[src/double_ended_queue_macros.svh]
// assertion macros for the double-ended queue
// expects signals named clock and reset in the module that uses them
`ifndef DOUBLE_ENDED_QUEUE_MACROS_SVH
`define DOUBLE_ENDED_QUEUE_MACROS_SVH

// condition must hold at every edge outside reset
`define DQ_ASSERT_ALWAYS(lbl, cond, msg) \
lbl: assert property (@(posedge clock) disable iff (reset) (cond)) else $error(msg);

// same-cycle implication
`define DQ_ASSERT_IMPL(lbl, ant, con, msg) \
lbl: assert property (@(posedge clock) disable iff (reset) (ant) |-> (con)) else $error(msg);

// next-cycle implication
`define DQ_ASSERT_NEXT(lbl, ant, con, msg) \
lbl: assert property (@(posedge clock) disable iff (reset) (ant) |=> (con)) else $error(msg);

`endif

[src/dq_pkg.sv]
// package for the double-ended queue: operation and status codes, field widths
// no dependencies

package dq_pkg;

   localparam int WORD_W = 32;
   localparam int OCC_W  = 5;

   typedef enum logic [1:0] {
      OP_PUSH_FRONT = 2'd0,
      OP_PUSH_REAR  = 2'd1,
      OP_POP_FRONT  = 2'd2,
      OP_POP_REAR   = 2'd3
   } op_type;

   typedef enum logic [1:0] {
      ST_OK    = 2'd0,
      ST_EMPTY = 2'd1,
      ST_FULL  = 2'd2
   } status_type;

   typedef struct packed {
      logic       pop_ok;
      status_type status;
      logic [OCC_W-1:0] occupancy;
   } meta_type;

endpackage

[src/double_ended_queue.sv]
// double-ended queue of 32-bit words in a circular buffer memory
// depends on dq_pkg and double_ended_queue_macros.svh
//
//   channel  dir  tdata                                 tuser
//   req      in   value[31:0]                           operation[1:0]
//   rsp      out  removed_value[31:0], occupancy[36:32]  status[1:0]
//
// one item per cycle unless rsp stalls; results pass the read and output registers
// indices and count update at the accept edge, the memory is read or written
// at that same edge, so a pop right after a push sees the pushed word
// the memory read register and the output register make the two stages
// synchronous reset empties the queue; memory contents are not cleared
// a stalled rsp holds its item, and req stalls while both stages are held

module double_ended_queue #(
   parameter int DEPTH = 16
) (
   input  logic        clock,
   input  logic        reset,
   input  logic        req_tvalid,
   output logic        req_tready,
   input  logic [31:0] req_tdata,   // value[31:0]
   input  logic [1:0]  req_tuser,   // operation[1:0]
   output logic        rsp_tvalid,
   input  logic        rsp_tready,
   output logic [39:0] rsp_tdata,   // removed_value[31:0], occupancy[36:32], zeros
   output logic [1:0]  rsp_tuser    // status[1:0]
);

   localparam int IDX_W = (DEPTH > 1) ? $clog2(DEPTH) : 1;
   localparam int CNT_W = $clog2(DEPTH + 1);
   localparam logic [IDX_W-1:0] LAST_IDX = IDX_W'(DEPTH - 1);
   localparam logic [CNT_W-1:0] FULL_CNT = CNT_W'(DEPTH);

   logic [dq_pkg::WORD_W-1:0] mem [DEPTH];
   logic [dq_pkg::WORD_W-1:0] rd_ff;

   logic [IDX_W-1:0] front_ff, front_in, rear_ff, rear_in;
   logic [CNT_W-1:0] count_ff, count_in;

   logic              s1_valid_ff, s1_valid_in;
   dq_pkg::meta_type  s1_meta_ff, s1_meta_in;

   logic                      out_valid_ff, out_valid_in;
   logic [dq_pkg::WORD_W-1:0] out_word_ff, out_word_in;
   dq_pkg::status_type        out_status_ff, out_status_in;
   logic [dq_pkg::OCC_W-1:0]  out_occ_ff, out_occ_in;

   dq_pkg::op_type   op;
   logic             accept, s1_move, is_push, full, empty;
   logic             mem_we, mem_re;
   logic [IDX_W-1:0] mem_addr, front_prev, front_next, rear_prev, rear_next;

   assign op      = dq_pkg::op_type'(req_tuser);
   assign is_push = (op == dq_pkg::OP_PUSH_FRONT) || (op == dq_pkg::OP_PUSH_REAR);
   assign full    = (count_ff == FULL_CNT);
   assign empty   = (count_ff == '0);

   assign s1_move    = s1_valid_ff && (!out_valid_ff || rsp_tready);
   assign req_tready = !s1_valid_ff || s1_move;
   assign accept     = req_tvalid && req_tready;

   assign front_prev = (front_ff == '0) ? LAST_IDX : front_ff - 1'b1;
   assign front_next = (front_ff == LAST_IDX) ? '0 : front_ff + 1'b1;
   assign rear_prev  = (rear_ff == '0) ? LAST_IDX : rear_ff - 1'b1;
   assign rear_next  = (rear_ff == LAST_IDX) ? '0 : rear_ff + 1'b1;

   always_comb begin
      front_in  = front_ff;
      rear_in   = rear_ff;
      count_in  = count_ff;
      mem_we    = 1'b0;
      mem_re    = 1'b0;
      mem_addr  = front_ff;
      s1_meta_in.pop_ok = 1'b0;
      s1_meta_in.status = dq_pkg::ST_OK;
      if (accept) begin
         case (op)
            dq_pkg::OP_PUSH_FRONT: begin
               if (!full) begin
                  front_in = front_prev;
                  mem_addr = front_prev;
                  mem_we   = 1'b1;
               end
            end
            dq_pkg::OP_PUSH_REAR: begin
               if (!full) begin
                  rear_in  = rear_next;
                  mem_addr = rear_ff;
                  mem_we   = 1'b1;
               end
            end
            dq_pkg::OP_POP_FRONT: begin
               if (!empty) begin
                  front_in = front_next;
                  mem_addr = front_ff;
                  mem_re   = 1'b1;
               end
            end
            dq_pkg::OP_POP_REAR: begin
               if (!empty) begin
                  rear_in  = rear_prev;
                  mem_addr = rear_prev;
                  mem_re   = 1'b1;
               end
            end
            default: begin
               mem_addr = front_ff;
            end
         endcase
         if (is_push && full) begin
            s1_meta_in.status = dq_pkg::ST_FULL;
         end else if (!is_push && empty) begin
            s1_meta_in.status = dq_pkg::ST_EMPTY;
         end else if (is_push) begin
            count_in = count_ff + 1'b1;
         end else begin
            count_in = count_ff - 1'b1;
         end
         s1_meta_in.pop_ok = mem_re;
      end
      s1_meta_in.occupancy = dq_pkg::OCC_W'(count_in);
   end

   always_ff @(posedge clock) begin
      if (mem_we) begin
         mem[mem_addr] <= req_tdata;
      end
      if (mem_re) begin
         rd_ff <= mem[mem_addr];
      end
   end

   assign s1_valid_in   = accept ? 1'b1 : (s1_move ? 1'b0 : s1_valid_ff);
   assign out_valid_in  = s1_move ? 1'b1 : ((rsp_tready) ? 1'b0 : out_valid_ff);
   assign out_word_in   = s1_meta_ff.pop_ok ? rd_ff : '0;
   assign out_status_in = s1_meta_ff.status;
   assign out_occ_in    = s1_meta_ff.occupancy;

   always_ff @(posedge clock) begin
      if (reset) begin
         front_ff     <= '0;
         rear_ff      <= '0;
         count_ff     <= '0;
         s1_valid_ff  <= 1'b0;
         out_valid_ff <= 1'b0;
      end else begin
         front_ff     <= front_in;
         rear_ff      <= rear_in;
         count_ff     <= count_in;
         s1_valid_ff  <= s1_valid_in;
         out_valid_ff <= out_valid_in;
      end
   end

   always_ff @(posedge clock) begin
      if (accept) begin
         s1_meta_ff <= s1_meta_in;
      end
      if (s1_move) begin
         out_word_ff   <= out_word_in;
         out_status_ff <= out_status_in;
         out_occ_ff    <= out_occ_in;
      end
   end

   assign rsp_tvalid = out_valid_ff;
   assign rsp_tdata  = {3'b000, out_occ_ff, out_word_ff};
   assign rsp_tuser  = out_status_ff;

`include "double_ended_queue_macros.svh"

   `DQ_ASSERT_ALWAYS(a_count_range, count_ff <= FULL_CNT, "entry count above depth")
   `DQ_ASSERT_IMPL(a_empty_aligned, count_ff == '0, front_ff == rear_ff, "empty queue with split indices")
   `DQ_ASSERT_NEXT(a_full_push_holds, accept && is_push && full, $stable(count_ff) && $stable(front_ff) && $stable(rear_ff), "push into full queue changed state")
   `DQ_ASSERT_IMPL(a_fail_no_word, rsp_tvalid && (rsp_tuser != dq_pkg::ST_OK), rsp_tdata[31:0] == '0, "failed operation returned a word")
   `DQ_ASSERT_IMPL(a_no_overrun, s1_valid_ff && !s1_move, !req_tready, "middle stage overwritten while stalled")

endmodule

[config.mk]
export PLATFORM = sky130hd
export DESIGN_NAME = double_ended_queue
export DESIGN_NICKNAME = d
export VERILOG_FILES = /design/src/dq_pkg.sv /design/src/double_ended_queue.sv
export VERILOG_INCLUDE_DIRS = /design/src /design/src/src
export SDC_FILE = /design/constraint.sdc
export NUM_CORES = 1
export LEC_CHECK = 0
export BUFFER_PORTS_ARGS = -buffer_cell sky130_fd_sc_hd__buf_2
export CORE_ASPECT_RATIO = 0.6
export CORE_MARGIN = 5
export CORE_UTILIZATION = 38
export DETAILED_ROUTE_END_ITERATION = 8
export PLACE_DENSITY = 0.55
export SKIP_LAST_GASP = 1
export SYNTH_ARGS = -nofsm -noshare
export SYNTH_HDL_FRONTEND = slang
export SYNTH_SLANG_ARGS = --single-unit
export TNS_END_PERCENT = 5
[constraint.sdc]
create_clock -name clock -period 4.5 [get_ports clock]
set_input_delay 0 -clock clock [delete_from_list [all_inputs] [get_ports clock]]
set_output_delay 0 -clock clock [all_outputs]
set_load 0.05 [all_outputs]
==> qor.yml <==
cts_setup_buffers: 0
hold_class: "input port to register"
drt-initial-drc-count: 1599
clock_sinks: 606
grt_use_total: 0.177
post-route-cell-area_um2: 28100
wl_um: 61800
drive_above_1_share: 0.139
wl_met1_um: 30200
ioPinCount: 82
fin_worst_skew_ns: 0.0121
power.share.switching: 0.275
rr_startpoint: "count_ff[0]"
rsz0062_at_grt: "false"
status: "completed"
worst_pin_slew_ns: 1.11
drv_cap: 0
hold_end: "mem[2][17]"
via_per_inst: 5.69
path_delay_family: "simple AND/OR/NAND/NOR gates"
reg2reg_depth: 7
dp.final_hpwl_um: 34800
ir_drop_mv: 0.280
path_depth: 7
ant_nets: 0
start_util: 0.385
finalHoldViolations: 0
grt_max_degree: 89
period_needed_ns: 4.15
relSlewSlack: 0.255
power_frac_seq: 0.481
seq_area_frac_synth: 0.744
yosysUniqueCellTypes: 58
worstPathArrival_ns: 4.45
core-area_um2: 63000
wl_met2_um: 26100
antenna_found_initial: 1
portBuffers: 78
highest_layer: "met4"
synth_top_area_cell: "edfxtp_1"
min-delay-start: "req_tdata[17]"
pwr-share-comb: 0.174
dr_total_vias: 14890
path_buf_inv: 1
fmax_ghz: 0.241
min_period_over_period: 0.921
final-setup-viol-count: 0
path_cells: "nor4_4 -> a21oi_1 -> a221o_1 -> o21ai_0 -> nand2_2 -> nor2_4 -> buf_4"
dpl_cell_area_um2: 25900
numCtsBuffers: 55
async_flop_share: 0
power.density_nw_per_um2: 489
r2r-end: "mem[11][28]"
synth_area_um2: 24300
gp_congestion: 0.810
nNetsFinal: 1781
reg2reg_slack_ns: 0.35
critPathMaxFanout: 23
met3_length_um: 4510
worstPathRequired_ns: 4.80
synthFlopType: "edfxtp_1"
crit_path_max_incr_delay_ns: 0.92
pre_cts_ws_ns: 0.514
wire_per_inst_um: 23.6
htreeDepth: 2
synth_most_common_cell: "edfxtp_1"
fp.dieH_um: 206
internal-power_w: 0.00995
post-route-drc-count: 0
grt_pass1_wl_um: 93800
synthTopCellsByArea: "edfxtp_1 73%, o21ai_0 3.0%, a32oi_1 2.3%, a31oi_1 1.8%, nand2_1 1.7%"
p_leak_nw: 9.31
ys_warn_count: 0
grt_pass1_vias: 14301
die_width_um: 336
clock_tree.buffer_depth: 3
worstSetupStartpointType: "register"
synth-seq-cells: 606
cts.clk_slew.worst_paths_ns: 0.07
synth_common_cells: "591 x edfxtp_1, 144 x o21ai_0, 110 x nand2_1, 101 x clkbuf_1, 82 x a21oi_1"
root_buffer: "clkbuf_16"
min_path_cells: 2
drv_slew: 0
synthCells: 1649
cts_tree: "done"
synth_top_area_frac: 0.731
area_growth_pct: 15.6
synth.avg_cell_area_um2: 14.7
synth_edf_count: 591
die-area_um2: 69200
path_class: "register to register"
grt_overflow: 0
clkLatencyLatePin_ns: 0.61
row_count: 71
antenna_cells: 0
p_clk_frac: 0.346
slowest_stage: "nor2_4"
setup_slack_ns: 0.354
worst_setup_path_end_kind: "register"
p_sw_w: 0.00377
dr.pass1.iters: 7
[state kept, by name, summed over array words and instances, names as in the netlist]
signal         cells
mem              512
out_word_ff       32
rd_ff             32
count_ff           5
out_occ_ff         5
out_occ_in         5
front_ff           4
rear_ff            4
out_status_in      2
rsp_tuser          2
rsp_tvalid         1
s1_meta_ff         1
s1_valid_ff        1
[kinds of logic after synthesis]
logic type                 count (synthesis)  share of synthesized area
DFF                                      606                      0.744
AOI/OAI and AO/OA                        521                      0.143
and+or+nand+nor                          317                     0.0636
buffers and inverters                    155                     0.0285
muxes                                     34                     0.0141
adders and majority gates                  8                    0.00443
xor gates and xnor gates                   7                    0.00253
other                                      1                   0.000154
[metrics by stage]
step           TNS, ns  utilization  std cells  total power [W]  hold WS, ns
2_1_floorplan   -58.64            -       1651          0.00826       0.0716
3_3_place_gp         0        0.411       2477          0.00904        0.250
3_5_place_dp         0        0.411       2477          0.00907        0.260
4_1_cts              0        0.446       2616           0.0138        0.297
5_1_grt              0        0.446       2616           0.0143        0.328
6_report             0        0.446       2616           0.0137        0.324
[power by group through the flow]
| stage | Sequential, W | Clock, W | Combinational [W] |
|---|---|---|---|
| after floorplan | 0.00678 | 0 | 0.00147 |
| after global placement | 0.00671 | 0 | 0.00233 |
| after detailed placement | 0.00672 | 0 | 0.00235 |
| after CTS | 0.00660 | 0.00485 | 0.00239 |
| after global routing | 0.00662 | 0.00509 | 0.00260 |
| final | 0.00660 | 0.00474 | 0.00238 |
[final cells by class]
cell class                 count  area [µm²]
inverter                      11        41.3
fill                        5559       34900
clock inverter                33         349
timing repair buffer         171        1400
multi-input combinational    890        5740
tap                          839        1050
sequential                   606       18000
clock buffer                  66        1440
[worst max path at each step]
stage / from / end / slack, ns
2_1_floorplan: rsp_tvalid / mem[10][0] / -0.26
3_3_place_gp: count_ff[0] / mem[10][8] / 0.57
3_5_place_dp: count_ff[0] / mem[10][7] / 0.51
4_1_cts: count_ff[0] / mem[10][5] / 0.48
5_1_grt: count_ff[0] / mem[11][28] / 0.18
6_report: count_ff[0] / mem[11][28] / 0.35
[routing by layer]
| metal | up-vias | GRT usage |
|---|---|---|
| met5 | - | 0 |
| met3 | 80 | 0.0322 |
| met4 | 0 | 0.0320 |
| met2 | 574 | 0.254 |
| met1 | 7520 | 0.282 |
| li1 | 6716 | - |
[layout by cell type (no fill, tap or decap), types with 40 or more instances in the layout]
cell | Yosys | routed
o21ai_0 | 144 | 144
clkbuf_16 | 0 | 56
dlygate4sd3_1 | 0 | 40
a32oi_1 | 65 | 65
nand3_1 | 72 | 72
a21oi_1 | 82 | 82
edfxtp_1 | 591 | 591
buf_2 | 16 | 78
a31oi_1 | 68 | 68
nand2_1 | 110 | 107
[what timing repair did]
action	4_1_cts	5_1_grt
setup endpoints to repair	0	0
hold buffers	40	0
hold endpoints to repair	528	0
gates resized for setup	0	0
(Power assumes the default switching activity.)
